File: config.mk
export PLATFORM = sky130hd
export DESIGN_NAME = line_segment_window_clipper_unit_flat
export DESIGN_NICKNAME = d
export VERILOG_FILES = /design/src/hw/rtl/lswc_pkg.sv /design/src/hw/rtl/lswc_in_if.sv /design/src/hw/rtl/lswc_out_if.sv /design/src/hw/rtl/line_segment_window_clipper_unit.sv /design/src/hw/rtl/lswc_front.sv /design/src/hw/rtl/lswc_fifo.sv /design/src/hw/rtl/lswc_back.sv /design/src/flat_wrapper.sv
export SDC_FILE = /design/constraint.sdc
export NUM_CORES = 2
export LEC_CHECK = 0
export ABC_AREA = 1
export ABC_CLOCK_PERIOD_IN_PS = 9400
export BUFFER_PORTS_ARGS = -buffer_cell sky130_fd_sc_hd__buf_4
export CORE_MARGIN = 10
export CORE_UTILIZATION = 35
export DETAILED_ROUTE_END_ITERATION = 16
export HOLD_SLACK_MARGIN = 0.05
export PLACE_DENSITY = 0.58
export SLEW_MARGIN = 20
export SYNTH_ARGS = -nofsm -noshare
export SYNTH_HDL_FRONTEND = slang
export SYNTH_SLANG_ARGS = --single-unit
File: constraint.sdc
create_clock -name clk_i -period 9.4 [get_ports clk_i]
set_clock_uncertainty 0.15 [all_clocks]
set_input_delay 1.41 -clock clk_i [delete_from_list [all_inputs] [get_ports clk_i]]
set_output_delay 1.41 -clock clk_i [all_outputs]
set_load 0.05 [all_outputs]
File: src/hw/rtl/lswc_pkg.sv
`default_nettype none
package lswc_pkg;

  localparam int unsigned CoordWidthDefault = 16;
  localparam int unsigned QueueDepthDefault = 4;
  localparam int unsigned ApbAddrWidth = 4;
  localparam int unsigned ApbDataWidth = 32;

  // byte addresses of the window registers
  localparam logic [ApbAddrWidth-1:0] AddrWinLeft   = 4'h0;
  localparam logic [ApbAddrWidth-1:0] AddrWinBottom = 4'h4;
  localparam logic [ApbAddrWidth-1:0] AddrWinRight  = 4'h8;
  localparam logic [ApbAddrWidth-1:0] AddrWinTop    = 4'hC;

  // outcode bit positions
  localparam int unsigned OcLeft  = 0;
  localparam int unsigned OcRight = 1;
  localparam int unsigned OcBelow = 2;
  localparam int unsigned OcAbove = 3;

  typedef enum logic [1:0] {
    StatusInside  = 2'd0,
    StatusReject  = 2'd1,
    StatusClipped = 2'd2
  } status_e;

  typedef enum logic [2:0] {
    BackIdle,
    BackScan,
    BackMul,
    BackSum,
    BackDiv,
    BackOut
  } back_state_e;

endpackage
`default_nettype wire

File: src/hw/rtl/lswc_in_if.sv
`default_nettype none
interface lswc_in_if #(
  parameter int unsigned CoordWidth = lswc_pkg::CoordWidthDefault
);
  logic                         valid;
  logic                         ready;
  logic signed [CoordWidth-1:0] start_x;
  logic signed [CoordWidth-1:0] start_y;
  logic signed [CoordWidth-1:0] end_x;
  logic signed [CoordWidth-1:0] end_y;

  modport source (output valid, start_x, start_y, end_x, end_y, input ready);
  modport sink (input valid, start_x, start_y, end_x, end_y, output ready);
endinterface
`default_nettype wire

File: src/hw/rtl/lswc_out_if.sv
`default_nettype none
interface lswc_out_if #(
  parameter int unsigned CoordWidth = lswc_pkg::CoordWidthDefault
);
  logic                         valid;
  logic                         ready;
  logic [1:0]                   status;
  logic signed [CoordWidth-1:0] clipped_start_x;
  logic signed [CoordWidth-1:0] clipped_start_y;
  logic signed [CoordWidth-1:0] clipped_end_x;
  logic signed [CoordWidth-1:0] clipped_end_y;

  modport source (output valid, status, clipped_start_x, clipped_start_y, clipped_end_x,
                  clipped_end_y, input ready);
  modport sink (input valid, status, clipped_start_x, clipped_start_y, clipped_end_x,
                clipped_end_y, output ready);
endinterface
`default_nettype wire

File: src/hw/rtl/line_segment_window_clipper_unit.sv
// Line segment clipper against a rectangular window (Cohen-Sutherland outcodes).
// in_chan carries one segment word (start_x, start_y, end_x, end_y); out_chan
// carries one result word per segment, in order: status plus the clipped end points.
// The window bounds sit in four APB registers at byte addresses 0, 4, 8 and 12
// (left, bottom, right, top), reset to 0; the user must write them only while idle,
// the block does not enforce it. A classifier accepts a word per cycle into a
// four-deep queue while it has room; a sequencer behind it finishes each word.
// Segments that lie fully inside or are rejected outright pass the queue and the
// output register, one per cycle while the sequencer is idle and the receiver takes
// them. A clipped segment walks each end point over up to four window edges; every
// move uses a shared multiplier stage and a restoring divider that retires one
// quotient bit a cycle, passing through the Mul, Sum and Div states in order.
// The divider sets the rate for clipped segments.
// Results sit in an output register; a stalled receiver holds it, the queue keeps
// taking words until full, then in_chan.ready drops. Reset empties the queue and
// drops out_chan.valid.
`default_nettype none
module line_segment_window_clipper_unit #(
  parameter int unsigned COORD_WIDTH = lswc_pkg::CoordWidthDefault
) (
  input  wire logic                              clk_i,
  input  wire logic                              rst_ni,
  lswc_in_if.sink                                in_chan,
  lswc_out_if.source                             out_chan,
  input  wire logic                              psel,
  input  wire logic                              penable,
  input  wire logic                              pwrite,
  input  wire logic [lswc_pkg::ApbAddrWidth-1:0] paddr,
  input  wire logic [lswc_pkg::ApbDataWidth-1:0] pwdata,
  output logic      [lswc_pkg::ApbDataWidth-1:0] prdata,
  output logic                                   pready
);

  localparam int unsigned EntryWidth = 2 + 4 * COORD_WIDTH;
  localparam int unsigned DW = lswc_pkg::ApbDataWidth;

  logic [COORD_WIDTH-1:0] win_left_q, win_bottom_q, win_right_q, win_top_q;
  logic [COORD_WIDTH-1:0] rd_sel;
  logic                   wr_en;

  assign pready = 1'b1;
  assign wr_en  = psel & penable & pwrite;

  always_ff @(posedge clk_i or negedge rst_ni) begin
    if (!rst_ni) begin
      win_left_q   <= '0;
      win_bottom_q <= '0;
      win_right_q  <= '0;
      win_top_q    <= '0;
    end else if (wr_en) begin
      unique case (paddr)
        lswc_pkg::AddrWinLeft:   win_left_q   <= pwdata[COORD_WIDTH-1:0];
        lswc_pkg::AddrWinBottom: win_bottom_q <= pwdata[COORD_WIDTH-1:0];
        lswc_pkg::AddrWinRight:  win_right_q  <= pwdata[COORD_WIDTH-1:0];
        lswc_pkg::AddrWinTop:    win_top_q    <= pwdata[COORD_WIDTH-1:0];
        default: ;
      endcase
    end
  end

  always_comb begin
    unique case (paddr)
      lswc_pkg::AddrWinLeft:   rd_sel = win_left_q;
      lswc_pkg::AddrWinBottom: rd_sel = win_bottom_q;
      lswc_pkg::AddrWinRight:  rd_sel = win_right_q;
      lswc_pkg::AddrWinTop:    rd_sel = win_top_q;
      default:                 rd_sel = '0;
    endcase
  end
  assign prdata = DW'($signed(rd_sel));

  logic                  push_valid, push_ready, pop_valid, pop_ready;
  logic [EntryWidth-1:0] push_data, pop_data;

  lswc_front #(.CoordWidth(COORD_WIDTH)) u_front (
    .in_chan      (in_chan),
    .win_left_i   (win_left_q),
    .win_bottom_i (win_bottom_q),
    .win_right_i  (win_right_q),
    .win_top_i    (win_top_q),
    .push_valid_o (push_valid),
    .push_ready_i (push_ready),
    .push_data_o  (push_data)
  );

  lswc_fifo #(.Width(EntryWidth), .Depth(lswc_pkg::QueueDepthDefault)) u_fifo (
    .clk_i        (clk_i),
    .rst_ni       (rst_ni),
    .push_valid_i (push_valid),
    .push_ready_o (push_ready),
    .push_data_i  (push_data),
    .pop_valid_o  (pop_valid),
    .pop_ready_i  (pop_ready),
    .pop_data_o   (pop_data)
  );

  lswc_back #(.CoordWidth(COORD_WIDTH)) u_back (
    .clk_i        (clk_i),
    .rst_ni       (rst_ni),
    .win_left_i   (win_left_q),
    .win_bottom_i (win_bottom_q),
    .win_right_i  (win_right_q),
    .win_top_i    (win_top_q),
    .pop_valid_i  (pop_valid),
    .pop_ready_o  (pop_ready),
    .pop_data_i   (pop_data),
    .out_chan     (out_chan)
  );

endmodule
`default_nettype wire

File: src/hw/rtl/lswc_front.sv
`default_nettype none
module lswc_front #(
  parameter int unsigned CoordWidth = lswc_pkg::CoordWidthDefault,
  localparam int unsigned EntryWidth = 2 + 4 * CoordWidth
) (
  lswc_in_if.sink                      in_chan,
  input  wire logic [CoordWidth-1:0]   win_left_i,
  input  wire logic [CoordWidth-1:0]   win_bottom_i,
  input  wire logic [CoordWidth-1:0]   win_right_i,
  input  wire logic [CoordWidth-1:0]   win_top_i,
  output logic                         push_valid_o,
  input  wire logic                    push_ready_i,
  output logic [EntryWidth-1:0]        push_data_o
);

  logic [3:0] code_s;
  logic [3:0] code_e;
  lswc_pkg::status_e status;

  always_comb begin
    code_s[lswc_pkg::OcLeft]  = $signed(in_chan.start_x) < $signed(win_left_i);
    code_s[lswc_pkg::OcRight] = $signed(in_chan.start_x) > $signed(win_right_i);
    code_s[lswc_pkg::OcBelow] = $signed(in_chan.start_y) < $signed(win_bottom_i);
    code_s[lswc_pkg::OcAbove] = $signed(in_chan.start_y) > $signed(win_top_i);
    code_e[lswc_pkg::OcLeft]  = $signed(in_chan.end_x) < $signed(win_left_i);
    code_e[lswc_pkg::OcRight] = $signed(in_chan.end_x) > $signed(win_right_i);
    code_e[lswc_pkg::OcBelow] = $signed(in_chan.end_y) < $signed(win_bottom_i);
    code_e[lswc_pkg::OcAbove] = $signed(in_chan.end_y) > $signed(win_top_i);
    if ((code_s | code_e) == 4'd0) begin
      status = lswc_pkg::StatusInside;
    end else if ((code_s & code_e) != 4'd0) begin
      status = lswc_pkg::StatusReject;
    end else begin
      status = lswc_pkg::StatusClipped;
    end
  end

  assign in_chan.ready = push_ready_i;
  assign push_valid_o  = in_chan.valid;
  assign push_data_o   = {status, in_chan.start_x, in_chan.start_y, in_chan.end_x,
                          in_chan.end_y};

endmodule
`default_nettype wire

File: src/hw/rtl/lswc_fifo.sv
`default_nettype none
module lswc_fifo #(
  parameter int unsigned Width = 8,
  parameter int unsigned Depth = lswc_pkg::QueueDepthDefault,
  localparam int unsigned PtrWidth = (Depth > 1) ? $clog2(Depth) : 1,
  localparam int unsigned CntWidth = $clog2(Depth + 1)
) (
  input  wire logic             clk_i,
  input  wire logic             rst_ni,
  input  wire logic             push_valid_i,
  output logic                  push_ready_o,
  input  wire logic [Width-1:0] push_data_i,
  output logic                  pop_valid_o,
  input  wire logic             pop_ready_i,
  output logic [Width-1:0]      pop_data_o
);

  logic [Width-1:0]    mem_q [Depth];
  logic [PtrWidth-1:0] wr_ptr_q, wr_ptr_d, rd_ptr_q, rd_ptr_d;
  logic [CntWidth-1:0] cnt_q, cnt_d;
  logic                do_push, do_pop;

  assign push_ready_o = cnt_q != CntWidth'(Depth);
  assign pop_valid_o  = cnt_q != '0;
  assign do_push      = push_valid_i & push_ready_o;
  assign do_pop       = pop_valid_o & pop_ready_i;
  assign pop_data_o   = mem_q[rd_ptr_q];

  always_comb begin
    wr_ptr_d = wr_ptr_q;
    rd_ptr_d = rd_ptr_q;
    cnt_d    = cnt_q;
    if (do_push) begin
      wr_ptr_d = (wr_ptr_q == PtrWidth'(Depth - 1)) ? '0 : wr_ptr_q + 1'b1;
    end
    if (do_pop) begin
      rd_ptr_d = (rd_ptr_q == PtrWidth'(Depth - 1)) ? '0 : rd_ptr_q + 1'b1;
    end
    if (do_push && !do_pop) begin
      cnt_d = cnt_q + 1'b1;
    end else if (do_pop && !do_push) begin
      cnt_d = cnt_q - 1'b1;
    end
  end

  always_ff @(posedge clk_i or negedge rst_ni) begin
    if (!rst_ni) begin
      wr_ptr_q <= '0;
      rd_ptr_q <= '0;
      cnt_q    <= '0;
    end else begin
      wr_ptr_q <= wr_ptr_d;
      rd_ptr_q <= rd_ptr_d;
      cnt_q    <= cnt_d;
    end
  end

  always_ff @(posedge clk_i) begin
    if (do_push) begin
      mem_q[wr_ptr_q] <= push_data_i;
    end
  end

endmodule
`default_nettype wire

File: src/hw/rtl/lswc_back.sv
`default_nettype none
module lswc_back #(
  parameter int unsigned CoordWidth = lswc_pkg::CoordWidthDefault,
  localparam int unsigned EntryWidth = 2 + 4 * CoordWidth
) (
  input  wire logic                  clk_i,
  input  wire logic                  rst_ni,
  input  wire logic [CoordWidth-1:0] win_left_i,
  input  wire logic [CoordWidth-1:0] win_bottom_i,
  input  wire logic [CoordWidth-1:0] win_right_i,
  input  wire logic [CoordWidth-1:0] win_top_i,
  input  wire logic                  pop_valid_i,
  output logic                       pop_ready_o,
  input  wire logic [EntryWidth-1:0] pop_data_i,
  lswc_out_if.source                 out_chan
);

  localparam int unsigned W   = CoordWidth;
  localparam int unsigned PaW = 2 * W + 1;
  localparam int unsigned PbW = 2 * W + 2;
  localparam int unsigned SW  = 2 * W + 3;
  localparam int unsigned NW  = 2 * W + 2;
  localparam int unsigned CW  = $clog2(NW + 1);

  lswc_pkg::back_state_e state_q, state_d;

  logic signed [W-1:0] sx_q, sy_q, ex_q, ey_q;
  logic signed [W:0]   dx_q, dy_q;
  logic signed [W-1:0] cur_x_q, cur_y_q, ax_q, ay_q;
  logic                pt_q;
  logic [2:0]          k_q;
  logic                xplane_q;
  logic signed [W-1:0] q0_q;
  logic signed [W:0]   dp_q, dd_q, dq_q;
  logic signed [PaW-1:0] pa_q;
  logic signed [PbW-1:0] pb_q;
  logic [NW-1:0]       num_q;
  logic [W:0]          den_q, rem_q;
  logic [W-1:0]        quo_q;
  logic                neg_q;
  logic [CW-1:0]       cnt_q;
  logic                out_valid_q;
  logic [1:0]          out_status_q;
  logic signed [W-1:0] out_sx_q, out_sy_q, out_ex_q, out_ey_q;

  // entry fields
  logic [1:0]          e_status;
  logic signed [W-1:0] e_sx, e_sy, e_ex, e_ey;
  assign {e_status, e_sx, e_sy, e_ex, e_ey} = pop_data_i;

  logic [3:0] code;
  always_comb begin
    code[lswc_pkg::OcLeft]  = cur_x_q < $signed(win_left_i);
    code[lswc_pkg::OcRight] = cur_x_q > $signed(win_right_i);
    code[lswc_pkg::OcBelow] = cur_y_q < $signed(win_bottom_i);
    code[lswc_pkg::OcAbove] = cur_y_q > $signed(win_top_i);
  end

  logic out_free;
  assign out_free      = !out_valid_q || out_chan.ready;
  assign out_chan.valid           = out_valid_q;
  assign out_chan.status          = out_status_q;
  assign out_chan.clipped_start_x = out_sx_q;
  assign out_chan.clipped_start_y = out_sy_q;
  assign out_chan.clipped_end_x   = out_ex_q;
  assign out_chan.clipped_end_y   = out_ey_q;

  // scan helpers
  logic signed [W-1:0] bnd;
  logic signed [W-1:0] bnd_x, bnd_y;
  assign bnd_x = (k_q[0] == 1'b0) ? $signed(win_left_i) : $signed(win_right_i);
  assign bnd_y = (k_q[0] == 1'b0) ? $signed(win_bottom_i) : $signed(win_top_i);
  assign bnd   = k_q[1] ? bnd_y : bnd_x;

  // multiply and sum
  logic signed [PaW-1:0] pa_d;
  logic signed [PbW-1:0] pb_d;
  logic signed [SW-1:0]  sum;
  logic [SW-1:0]         sum_mag;
  logic [W:0]            dp_mag;
  assign pa_d    = PaW'(q0_q) * PaW'(dp_q);
  assign pb_d    = PbW'(dd_q) * PbW'(dq_q);
  assign sum     = SW'(pa_q) + SW'(pb_q);
  assign sum_mag = sum[SW-1] ? SW'(-sum) : SW'(sum);
  assign dp_mag  = dp_q[W] ? (W+1)'(-dp_q) : (W+1)'(dp_q);

  // one restoring division step
  logic [W+1:0] trial;
  logic         ge;
  logic [W+1:0] trial_sub;
  logic [W-1:0] quo_next;
  logic [W-1:0] quo_final;
  assign trial     = {rem_q, num_q[NW-1]};
  assign ge        = trial >= {1'b0, den_q};
  assign trial_sub = trial - {1'b0, den_q};
  if (W > 1) begin : g_quo
    assign quo_next = {quo_q[W-2:0], ge};
  end else begin : g_quo1
    assign quo_next = ge;
  end
  assign quo_final = neg_q ? W'(-quo_next) : quo_next;

  always_comb begin
    state_d = state_q;
    pop_ready_o = 1'b0;
    unique case (state_q)
      lswc_pkg::BackIdle: pop_ready_o = (e_status != lswc_pkg::StatusClipped) ? out_free : 1'b1;
      default: pop_ready_o = 1'b0;
    endcase
    unique case (state_q)
      lswc_pkg::BackIdle: begin
        if (pop_valid_i && e_status == lswc_pkg::StatusClipped) begin
          state_d = lswc_pkg::BackScan;
        end
      end
      lswc_pkg::BackScan: begin
        if (k_q[2] || code == 4'd0) begin
          if (pt_q) begin
            state_d = lswc_pkg::BackOut;
          end
        end else if (code[k_q[1:0]]) begin
          if ((k_q[1] == 1'b0 && dx_q != '0) || (k_q[1] == 1'b1 && dy_q != '0)) begin
            state_d = lswc_pkg::BackMul;
          end
        end
      end
      lswc_pkg::BackMul: state_d = lswc_pkg::BackSum;
      lswc_pkg::BackSum: state_d = lswc_pkg::BackDiv;
      lswc_pkg::BackDiv: begin
        if (cnt_q == CW'(1)) begin
          state_d = lswc_pkg::BackScan;
        end
      end
      lswc_pkg::BackOut: begin
        if (out_free) begin
          state_d = lswc_pkg::BackIdle;
        end
      end
      default: state_d = lswc_pkg::BackIdle;
    endcase
  end

  always_ff @(posedge clk_i or negedge rst_ni) begin
    if (!rst_ni) begin
      state_q     <= lswc_pkg::BackIdle;
      out_valid_q <= 1'b0;
    end else begin
      state_q <= state_d;
      if (state_q == lswc_pkg::BackIdle && pop_valid_i && pop_ready_o &&
          e_status != lswc_pkg::StatusClipped) begin
        out_valid_q <= 1'b1;
      end else if (state_q == lswc_pkg::BackOut && out_free) begin
        out_valid_q <= 1'b1;
      end else if (out_chan.ready) begin
        out_valid_q <= 1'b0;
      end
    end
  end

  always_ff @(posedge clk_i) begin
    unique case (state_q)
      lswc_pkg::BackIdle: begin
        if (pop_valid_i && pop_ready_o) begin
          if (e_status != lswc_pkg::StatusClipped) begin
            out_status_q <= e_status;
            out_sx_q     <= e_sx;
            out_sy_q     <= e_sy;
            out_ex_q     <= e_ex;
            out_ey_q     <= e_ey;
          end else begin
            sx_q    <= e_sx;
            sy_q    <= e_sy;
            ex_q    <= e_ex;
            ey_q    <= e_ey;
            dx_q    <= (W+1)'(e_ex) - (W+1)'(e_sx);
            dy_q    <= (W+1)'(e_ey) - (W+1)'(e_sy);
            cur_x_q <= e_sx;
            cur_y_q <= e_sy;
            pt_q    <= 1'b0;
            k_q     <= '0;
          end
        end
      end
      lswc_pkg::BackScan: begin
        if (k_q[2] || code == 4'd0) begin
          if (!pt_q) begin
            ax_q    <= cur_x_q;
            ay_q    <= cur_y_q;
            cur_x_q <= ex_q;
            cur_y_q <= ey_q;
            pt_q    <= 1'b1;
            k_q     <= '0;
          end
        end else if (!code[k_q[1:0]]) begin
          k_q <= k_q + 1'b1;
        end else begin
          xplane_q <= !k_q[1];
          if (!k_q[1]) begin
            cur_x_q <= bnd;
            q0_q    <= sy_q;
            dp_q    <= dx_q;
            dq_q    <= dy_q;
            dd_q    <= (W+1)'(bnd) - (W+1)'(sx_q);
            if (dx_q == '0) begin
              k_q <= k_q + 1'b1;
            end
          end else begin
            cur_y_q <= bnd;
            q0_q    <= sx_q;
            dp_q    <= dy_q;
            dq_q    <= dx_q;
            dd_q    <= (W+1)'(bnd) - (W+1)'(sy_q);
            if (dy_q == '0) begin
              k_q <= k_q + 1'b1;
            end
          end
        end
      end
      lswc_pkg::BackMul: begin
        pa_q <= pa_d;
        pb_q <= pb_d;
      end
      lswc_pkg::BackSum: begin
        num_q <= sum_mag[NW-1:0];
        neg_q <= sum[SW-1] ^ dp_q[W];
        den_q <= dp_mag;
        rem_q <= '0;
        quo_q <= '0;
        cnt_q <= CW'(NW);
      end
      lswc_pkg::BackDiv: begin
        num_q <= {num_q[NW-2:0], 1'b0};
        rem_q <= ge ? trial_sub[W:0] : trial[W:0];
        quo_q <= quo_next;
        cnt_q <= cnt_q - 1'b1;
        if (cnt_q == CW'(1)) begin
          k_q <= k_q + 1'b1;
          if (xplane_q) begin
            cur_y_q <= quo_final;
          end else begin
            cur_x_q <= quo_final;
          end
        end
      end
      lswc_pkg::BackOut: begin
        if (out_free) begin
          out_status_q <= lswc_pkg::StatusClipped;
          out_sx_q     <= ax_q;
          out_sy_q     <= ay_q;
          out_ex_q     <= cur_x_q;
          out_ey_q     <= cur_y_q;
        end
      end
      default: ;
    endcase
  end

endmodule
`default_nettype wire
File: src/flat_wrapper.sv
// flat-port wrapper written by rule: the top's interface ports become plain ports
module line_segment_window_clipper_unit_flat 
#(
  parameter int unsigned COORD_WIDTH = lswc_pkg::CoordWidthDefault
)
  (clk_i, rst_ni, psel, penable, pwrite, paddr, pwdata, prdata, pready, in_chan_valid, in_chan_start_x, in_chan_start_y, in_chan_end_x, in_chan_end_y, in_chan_ready, out_chan_valid, out_chan_status, out_chan_clipped_start_x, out_chan_clipped_start_y, out_chan_clipped_end_x, out_chan_clipped_end_y, out_chan_ready);
  lswc_in_if in_chan_i ();
  lswc_out_if out_chan_i ();
  input  wire logic clk_i;
  input  wire logic rst_ni;
  input  wire logic psel;
  input  wire logic penable;
  input  wire logic pwrite;
  input  wire logic [lswc_pkg::ApbAddrWidth-1:0] paddr;
  input  wire logic [lswc_pkg::ApbDataWidth-1:0] pwdata;
  output logic      [lswc_pkg::ApbDataWidth-1:0] prdata;
  output logic pready;
  input wire logic [$bits(in_chan_i.valid)-1:0] in_chan_valid;
  input wire logic [$bits(in_chan_i.start_x)-1:0] in_chan_start_x;
  input wire logic [$bits(in_chan_i.start_y)-1:0] in_chan_start_y;
  input wire logic [$bits(in_chan_i.end_x)-1:0] in_chan_end_x;
  input wire logic [$bits(in_chan_i.end_y)-1:0] in_chan_end_y;
  output wire logic [$bits(in_chan_i.ready)-1:0] in_chan_ready;
  output wire logic [$bits(out_chan_i.valid)-1:0] out_chan_valid;
  output wire logic [$bits(out_chan_i.status)-1:0] out_chan_status;
  output wire logic [$bits(out_chan_i.clipped_start_x)-1:0] out_chan_clipped_start_x;
  output wire logic [$bits(out_chan_i.clipped_start_y)-1:0] out_chan_clipped_start_y;
  output wire logic [$bits(out_chan_i.clipped_end_x)-1:0] out_chan_clipped_end_x;
  output wire logic [$bits(out_chan_i.clipped_end_y)-1:0] out_chan_clipped_end_y;
  input wire logic [$bits(out_chan_i.ready)-1:0] out_chan_ready;
  assign in_chan_i.valid = in_chan_valid;
  assign in_chan_i.start_x = in_chan_start_x;
  assign in_chan_i.start_y = in_chan_start_y;
  assign in_chan_i.end_x = in_chan_end_x;
  assign in_chan_i.end_y = in_chan_end_y;
  assign in_chan_ready = in_chan_i.ready;
  assign out_chan_valid = out_chan_i.valid;
  assign out_chan_status = out_chan_i.status;
  assign out_chan_clipped_start_x = out_chan_i.clipped_start_x;
  assign out_chan_clipped_start_y = out_chan_i.clipped_start_y;
  assign out_chan_clipped_end_x = out_chan_i.clipped_end_x;
  assign out_chan_clipped_end_y = out_chan_i.clipped_end_y;
  assign out_chan_i.ready = out_chan_ready;
  line_segment_window_clipper_unit #(.COORD_WIDTH(COORD_WIDTH)) u_core (.clk_i(clk_i), .rst_ni(rst_ni), .in_chan(in_chan_i), .out_chan(out_chan_i), .psel(psel), .penable(penable), .pwrite(pwrite), .paddr(paddr), .pwdata(pwdata), .prdata(prdata), .pready(pready));
endmodule
# After elaboration in Yosys (flattened, before gate mapping)
# Memory sizes are Yosys's and may differ from the RTL's.
# Index checks and enable logic that the tools add are counted.
dict set report classes {
  n_shift 0
  addsub 15
  n_eq_ne 31
  n_mul 2
  div 0
  n_bitwise 11
  reduce_logical 47
  order_cmp 14
  muxes 91
}
# cell n
set op_table {}
lappend op_table {{2-to-1 mux 16 bit} 34}
lappend op_table {{case mux 16 bit (2 select lines)} 4}
lappend op_table {{> comparator 16 bit} 6}
lappend op_table {{less-than comparator 16 bit} 6}
lappend op_table {{case mux 16 bit (3 select lines)} 2}
lappend op_table {{2-to-1 mux 17 bit} 4}
lappend op_table {{case mux 34 bit (2 select lines)} 1}
lappend op_table {{subtractor 16 x 16 -> 17 bit} 4}
lappend op_table {{case mux 16 bit (4 select lines)} 1}
lappend op_table {{2-to-1 mux 3 bit} 18}
lappend op_table {{adder 33 x 34 -> 35 bit} 1}
lappend op_table {{logical NOT 17 bit} 2}
lappend op_table {{multiplier 17 x 17 -> 34 bit} 1}
lappend op_table {{2-to-1 mux 34 bit} 1}
lappend op_table {{negator 34 bit} 1}
lappend op_table {{case mux 17 bit (2 select lines)} 1}
lappend op_table {{nonzero test 17 bit} 2}
lappend op_table {{multiplier 16 x 17 -> 33 bit} 1}
lappend op_table {{case mux 15 bit (2 select lines)} 1}
lappend op_table {{inequality test 3 bit, second input constant} 7}
lappend op_table {{greater-or-equal comparator 18 x 17 -> 1 bit} 1}
lappend op_table {{inequality test 2 bit, second input constant} 9}
lappend op_table {{case mux 3 bit (6 select lines)} 1}
lappend op_table {{negator 17 bit} 1}
lappend op_table {{43 further kinds} 101}
dict set report word_totals {
  n_memories 1
  regBits 532
  inputBits 107
  word_cells 253
  mem_bits_ro 0
  mem_bits_rw 264
  latch_bits 0
}
# name words width rd rd_ports_with_merged_regs wr line_no
set memory_table {}
lappend memory_table {u_core.u_fifo.mem_q 4 66 1 0 1 lswc_fifo.sv:18} ;# logic [Width-1:0] mem_q [Depth];

# Logic depth before layout (Yosys ltp)
dict set report depth {
  depth_word 8
  ltp_mapped 29
  ltp_nobuf 28
}

# By module
# A second synthesis with hierarchy kept.
dict set report hier_totals {
  hier_cells 7627
  area_unflattened_um2 67018.0
}
# module area_per_inst_um2 cells_each instances seq_area_each_um2
set modules_own_cells {}
lappend modules_own_cells {lswc_back 48735.5 5716 1 13823.3}
lappend modules_own_cells {lswc_fifo 11041.8 830 1 8102.8}
lappend modules_own_cells {lswc_front 3851.2 619 1 0.0}
lappend modules_own_cells {line_segment_window_clipper_unit 3389.5 462 1 1601.5}

# Worst setup path after synthesis
# OpenSTA, ideal clock, no wires.
dict set report synth_timing {
  kind {register -> register}
  startpoint {register u_core.u_fifo.rd_ptr_q[0]}
  endpoint {register u_core.u_back.dx_q[0], enable pin}
  required_ns 8.575
  arrival_ns 7.698
  path_slack_ns 0.877
  path_buffers 1
  path_stages_with_launch 7
  setup_time_ns 0.675
  path_cell_list {dfrtp_1 clkbuf_1 clkinv_1 nand2_1 a32o_1 nand2_1 nor3_1}
}
dict set report synth_between {
  elab_chain_cells 6
  word_cells_on_any_way 7
  classes_between {eq/ne (1); mux (2); bitwise (1); reduce/logical (2); memory (1)}
}
# item line_no
set synth_lines {}
lappend synth_lines {{start, declared} lswc_fifo.sv:19} ;# logic [PtrWidth-1:0] wr_ptr_q, wr_ptr_d, rd_ptr_q, rd_ptr_d;
lappend synth_lines {{start signal, assigned} lswc_fifo.sv:53} ;# rd_ptr_q <= rd_ptr_d;
lappend synth_lines {{memory read (4 x 66 bit) (*)} --}
lappend synth_lines {{inequality test 2 bit (*)} {lswc_back.sv:107, lswc_back.sv:164}}
lappend synth_lines {{2-to-1 mux 1 bit} lswc_back.sv:107} ;# lswc_pkg::BackIdle: pop_ready_o = (e_status != lswc_pkg::StatusClipped) ? out_free : 1'b1;
lappend synth_lines {{2-to-1 mux 1 bit} lswc_back.sv:106} ;# unique case (state_q)
lappend synth_lines {{logical AND 1 bit} lswc_back.sv:163} ;# if (pop_valid_i && pop_ready_o) begin
lappend synth_lines {{AND reduction 3 bit (no line) (*)} --}
lappend synth_lines {{end signal, assigned} lswc_back.sv:175} ;# dx_q <= (W+1)'(e_ex) - (W+1)'(e_sx);
lappend synth_lines {{end, declared} lswc_back.sv:28} ;# logic signed [W:0] dx_q, dy_q;
# Every way passes the cells marked *; elsewhere a longest branch is shown, timed or not.
# A chain may end at the register's enable or synchronous reset.

# Worst setup path after layout
dict set report layout_timing {
  startpoint {register u_core.u_back.dp_q[16]}
  endpoint {register u_core.u_back.pa_q[30], data pin}
}
dict set report layout_between {
  elab_chain_cells 1
}
# item line_no
set layout_lines {}
lappend layout_lines {{start, declared} lswc_back.sv:34} ;# logic signed [W:0] dp_q, dd_q, dq_q;
lappend layout_lines {{start signal, assigned} lswc_back.sv:201} ;# dp_q <= dx_q;
lappend layout_lines {{start signal, assigned} lswc_back.sv:210} ;# dp_q <= dy_q;
lappend layout_lines {{multiplier 16 x 17 -> 33 bit} lswc_back.sv:81} ;# assign pa_d = PaW'(q0_q) * PaW'(dp_q);
lappend layout_lines {{via u_core.u_back.pa_d[30]} lswc_back.sv:76} ;# logic signed [PaW-1:0] pa_d;
lappend layout_lines {{end signal, assigned} lswc_back.sv:220} ;# pa_q <= pa_d;
lappend layout_lines {{end, declared} lswc_back.sv:35} ;# logic signed [PaW-1:0] pa_q;
# The timed path passes the listed nets, and every way through them passes these cells.

==> out/results.ini <==
[critical_path]
reg2reg_to = u_core.u_back.pa_q[30]
critical_path_depth = 18
startpoint_type = flop
cp_common_cell = fa_1
reg2reg_setup_slack_ns = 2.28
max_stage_delay_ns = 0.97
r2r_cells = 18
crit_slowest_cell = fa_1
crit_path_start = u_core.u_back.dp_q[16]
required_ns = 9.67
cp_top_family = adder cells
reg2reg_from = u_core.u_back.dp_q[16]
crit_path_max_fanout = 25
cp.arrival_ns = 7.40
path_cells = nand2_1 -> inv_1 -> fa_1 -> fa_1 -> fa_1 -> fa_1 -> fa_1 -> inv_1 -> fa_1 -> inv_1 -> ha_1 -> a21oi_1 -> o21ai_0 -> inv_1 -> o221ai_1 -> a21oi_1 -> nand2_1 -> xor2_1
setup.worst_path.class = reg -> reg
end_kind = flop
critical_path.endpoint = u_core.u_back.pa_q[30]
path_buf_inv = 4

[min_path]
hold_depth = 2
min_path_type = reg -> reg

[yosys]
synth_top_family_by_area = adder cells
synth_flop_cell = edfxtp_1
ys_ff_latch = 796
synth_fa_ha_area_share_pct = 27.1
synth-edff-count = 721
synth.mux.area_fraction_pct = 0.0176
ys_warn_count = 0
synth_nets = 8294
synth_simple_gate_area_share_pct = 16.0
async_flop_share_pct = 9.42
yosysUniqueCellTypes = 58
syn_inst = 7143
syn_area_per_cell_um2 = 8.97
synth_compound_area_share_pct = 7.51
ys_seq_area_share_pct = 36.7
synth_xor_area_share_pct = 2.43
synth_area_mm2 = 0.0641

[cts]
cts_tree = done
cts_buffer_depth = 3
cts_resized = 0
holdBufCountCts = 0
cts_sinks = 796
clock_latency_ns = 0.73
post_cts_buffers = 0
clkTransAtPathRegs_ns = 0.06
htree_levels = 3
cts-root-buf = clkbuf_16
cts_made_buffers = 87

[sta]
fin_crit_sh_pct = 75.8
setup_violations = 0
maxSlewHeadroom_pct = 28.5
finalCriticalPeriod_ns = 7.12
tightest_slew_ns = 1.07
rsz0062_at_grt = no
drv_slew = 0
tns_ns = 0
hold_violations = 0
max_freq_mhz = 140

[route]
wl_per_cell_um = 20.0
drtAntennaViolNets = 0
wl_um = 193000
vias = 48057
via_per_inst = 4.97
drt_pre_antenna_iters = 9
drtIter0Drc = 3860
drc = 0

[die]
die_area_mm2 = 0.201
core_area_mm2 = 0.183
rows = 157
die_height_um = 448
die_x_um = 448
start_util_pct = 35.1
ios = 208

[global_routing]
grt_overflow = 0
grt_max_degree = 85
grt_first_pass_wirelength_um = 295000
antenna_found_initial = 15
grt_pass1_vias = 48483
grt_usage_pct = 19.2

[run]
cap_violations = 0

[run_status]
outcome = finished clean

[place]
gp_congestion = 0.930
io_buffers = 190
hpwl_um = 151000

[finish]
fin_nets = 8353
area_growth_pct = 10.5
drive_gt1_share_pct = 5.87
fillers = 18291

-- Yosys cell counts, types with 10 or more instances --
master	number	area [um2]
o21ai_0	390	1950
buf_1	19	71.3
o21a_1	15	113
buf_4	18	135
nor4_1	14	87.6
nor3_1	60	300
a21oi_1	265	1330
nand4_1	55	344
a221o_1	17	170
o31ai_1	12	90.1
a31oi_1	10	62.6
edfxtp_1	721	21700
a21o_1	16	120
fa_1	578	11600
xor2_1	115	1010
clkbuf_1	232	871
o211ai_1	19	143
inv_1	1428	5360
nand2_1	1776	6670
o22ai_1	61	382
xnor2_1	59	517
nand3_1	251	1260
ha_1	466	5830
dfrtp_1	75	1880
o21bai_1	12	90.1
nor2_1	351	1320
-- metrics by stage --
stage,cell area (um2),util [%],hold slack [ns],setup WS (ns),instances
after floorplan,64100,-,0.274,0.877,7143
after global placement,67900,37.2,0.317,2.38,9496
after detailed placement,67900,37.2,0.325,2.27,9497
after CTS,70700,38.7,0.339,2.25,9656
after global routing,70800,38.7,0.368,1.99,9660
final,70800,38.8,0.344,2.28,9669
-- metal layers --
metal  track usage, %  up-vias  share of wire [%]
met2             33.0     1526                 49
met4             7.66       10                4.2
li1                 -    22754                  -
met5                0        -              0.034
met3             3.03      310                6.2
met1             24.1    23457                 41
-- worst min path at each step --
| stage | to | startpoint | slack (ns) |
|---|---|---|---|
| final | u_core.win_left_q[0] | u_core.win_left_q[0] | 0.34 |
| after CTS | u_core.win_left_q[0] | u_core.win_left_q[0] | 0.34 |
| after detailed placement | u_core.win_left_q[0] | u_core.win_left_q[0] | 0.32 |
| after global placement | u_core.win_bottom_q[0] | u_core.win_bottom_q[0] | 0.32 |
| after global routing | u_core.win_bottom_q[0] | u_core.win_bottom_q[0] | 0.37 |
| after floorplan | u_core.u_back.den_q[0] | u_core.u_back.dp_q[0] | 0.27 |
-- logic make-up (layout without fill, tap and decap cells) --
| family | Yosys count | after routing |
|---|---|---|
| mux | 1 | 1 |
| xor+xnor | 176 | 176 |
| fa+ha+maj | 1044 | 1044 |
| flops | 796 | 796 |
| buf+inv | 1712 | 1841 |
| other cells | 1 | 13 |
| compound gates | 864 | 864 |
| simple gates | 2549 | 2549 |
-- placed cells by master, fill, tap and decap left out, types with 14 or more instances in the layout --
cell type / count
a21o_1: 16
a21oi_1: 263
a221o_1: 17
buf_4: 246
clkbuf_1: 21
clkbuf_16: 87
clkinv_1: 16
dfrtp_1: 73
edfxtp_1: 721
fa_1: 578
ha_1: 466
inv_1: 1425
nand2_1: 1773
nand3_1: 251
nand4_1: 55
nor2_1: 344
nor3_1: 57
nor4_1: 14
o211ai_1: 19
o21a_1: 15
o21ai_0: 390
o22ai_1: 61
xnor2_1: 59
xor2_1: 115
-- layout make-up --
| type | instances | area (um2) | area share, % |
|---|---|---|---|
| multi-input cells | 4635 | 34200 | 48.2 |
| flip-flops and latches | 796 | 23500 | 33.2 |
| inverters | 1433 | 5380 | 7.60 |
| well taps | 2385 | 2980 | 4.21 |
| clock buffers | 113 | 2320 | 3.28 |
| repair buffers | 249 | 1910 | 2.69 |
| clock inverters | 46 | 487 | 0.687 |
| diodes | 12 | 30.0 | 0.0424 |
-- sequential cells by signal, summed over array words and instances (netlist names), 17 cells and up --
name,flops
u_core.u_back.pb_q,34
u_core.u_back.den_q,17
u_core.u_back.dy_q,17
u_core.u_fifo.mem_q,264
u_core.u_back.dp_q,17
u_core.u_back.dx_q,17
u_core.u_back.pa_q,33
u_core.u_back.dq_q,17
u_core.u_back.rem_q,17
u_core.u_back.num_q,34
u_core.u_back.dd_q,17
-- worst register-to-register path, delay by kind of cell (launching register included) --
kind / cells / cell delay [ns]
and+or+nand+nor: 2 / 0.32
AOI/OAI and AO/OA: 4 / 0.75
adders and majority gates: 7 / 3.92
buffers and inverters: 4 / 0.37
DFF: 1 / 0.92
xor gates and xnor gates: 1 / 0.38
Power is not shown: default switching activity piles up to over one toggle a cycle in this logic, so the estimate is an artifact.
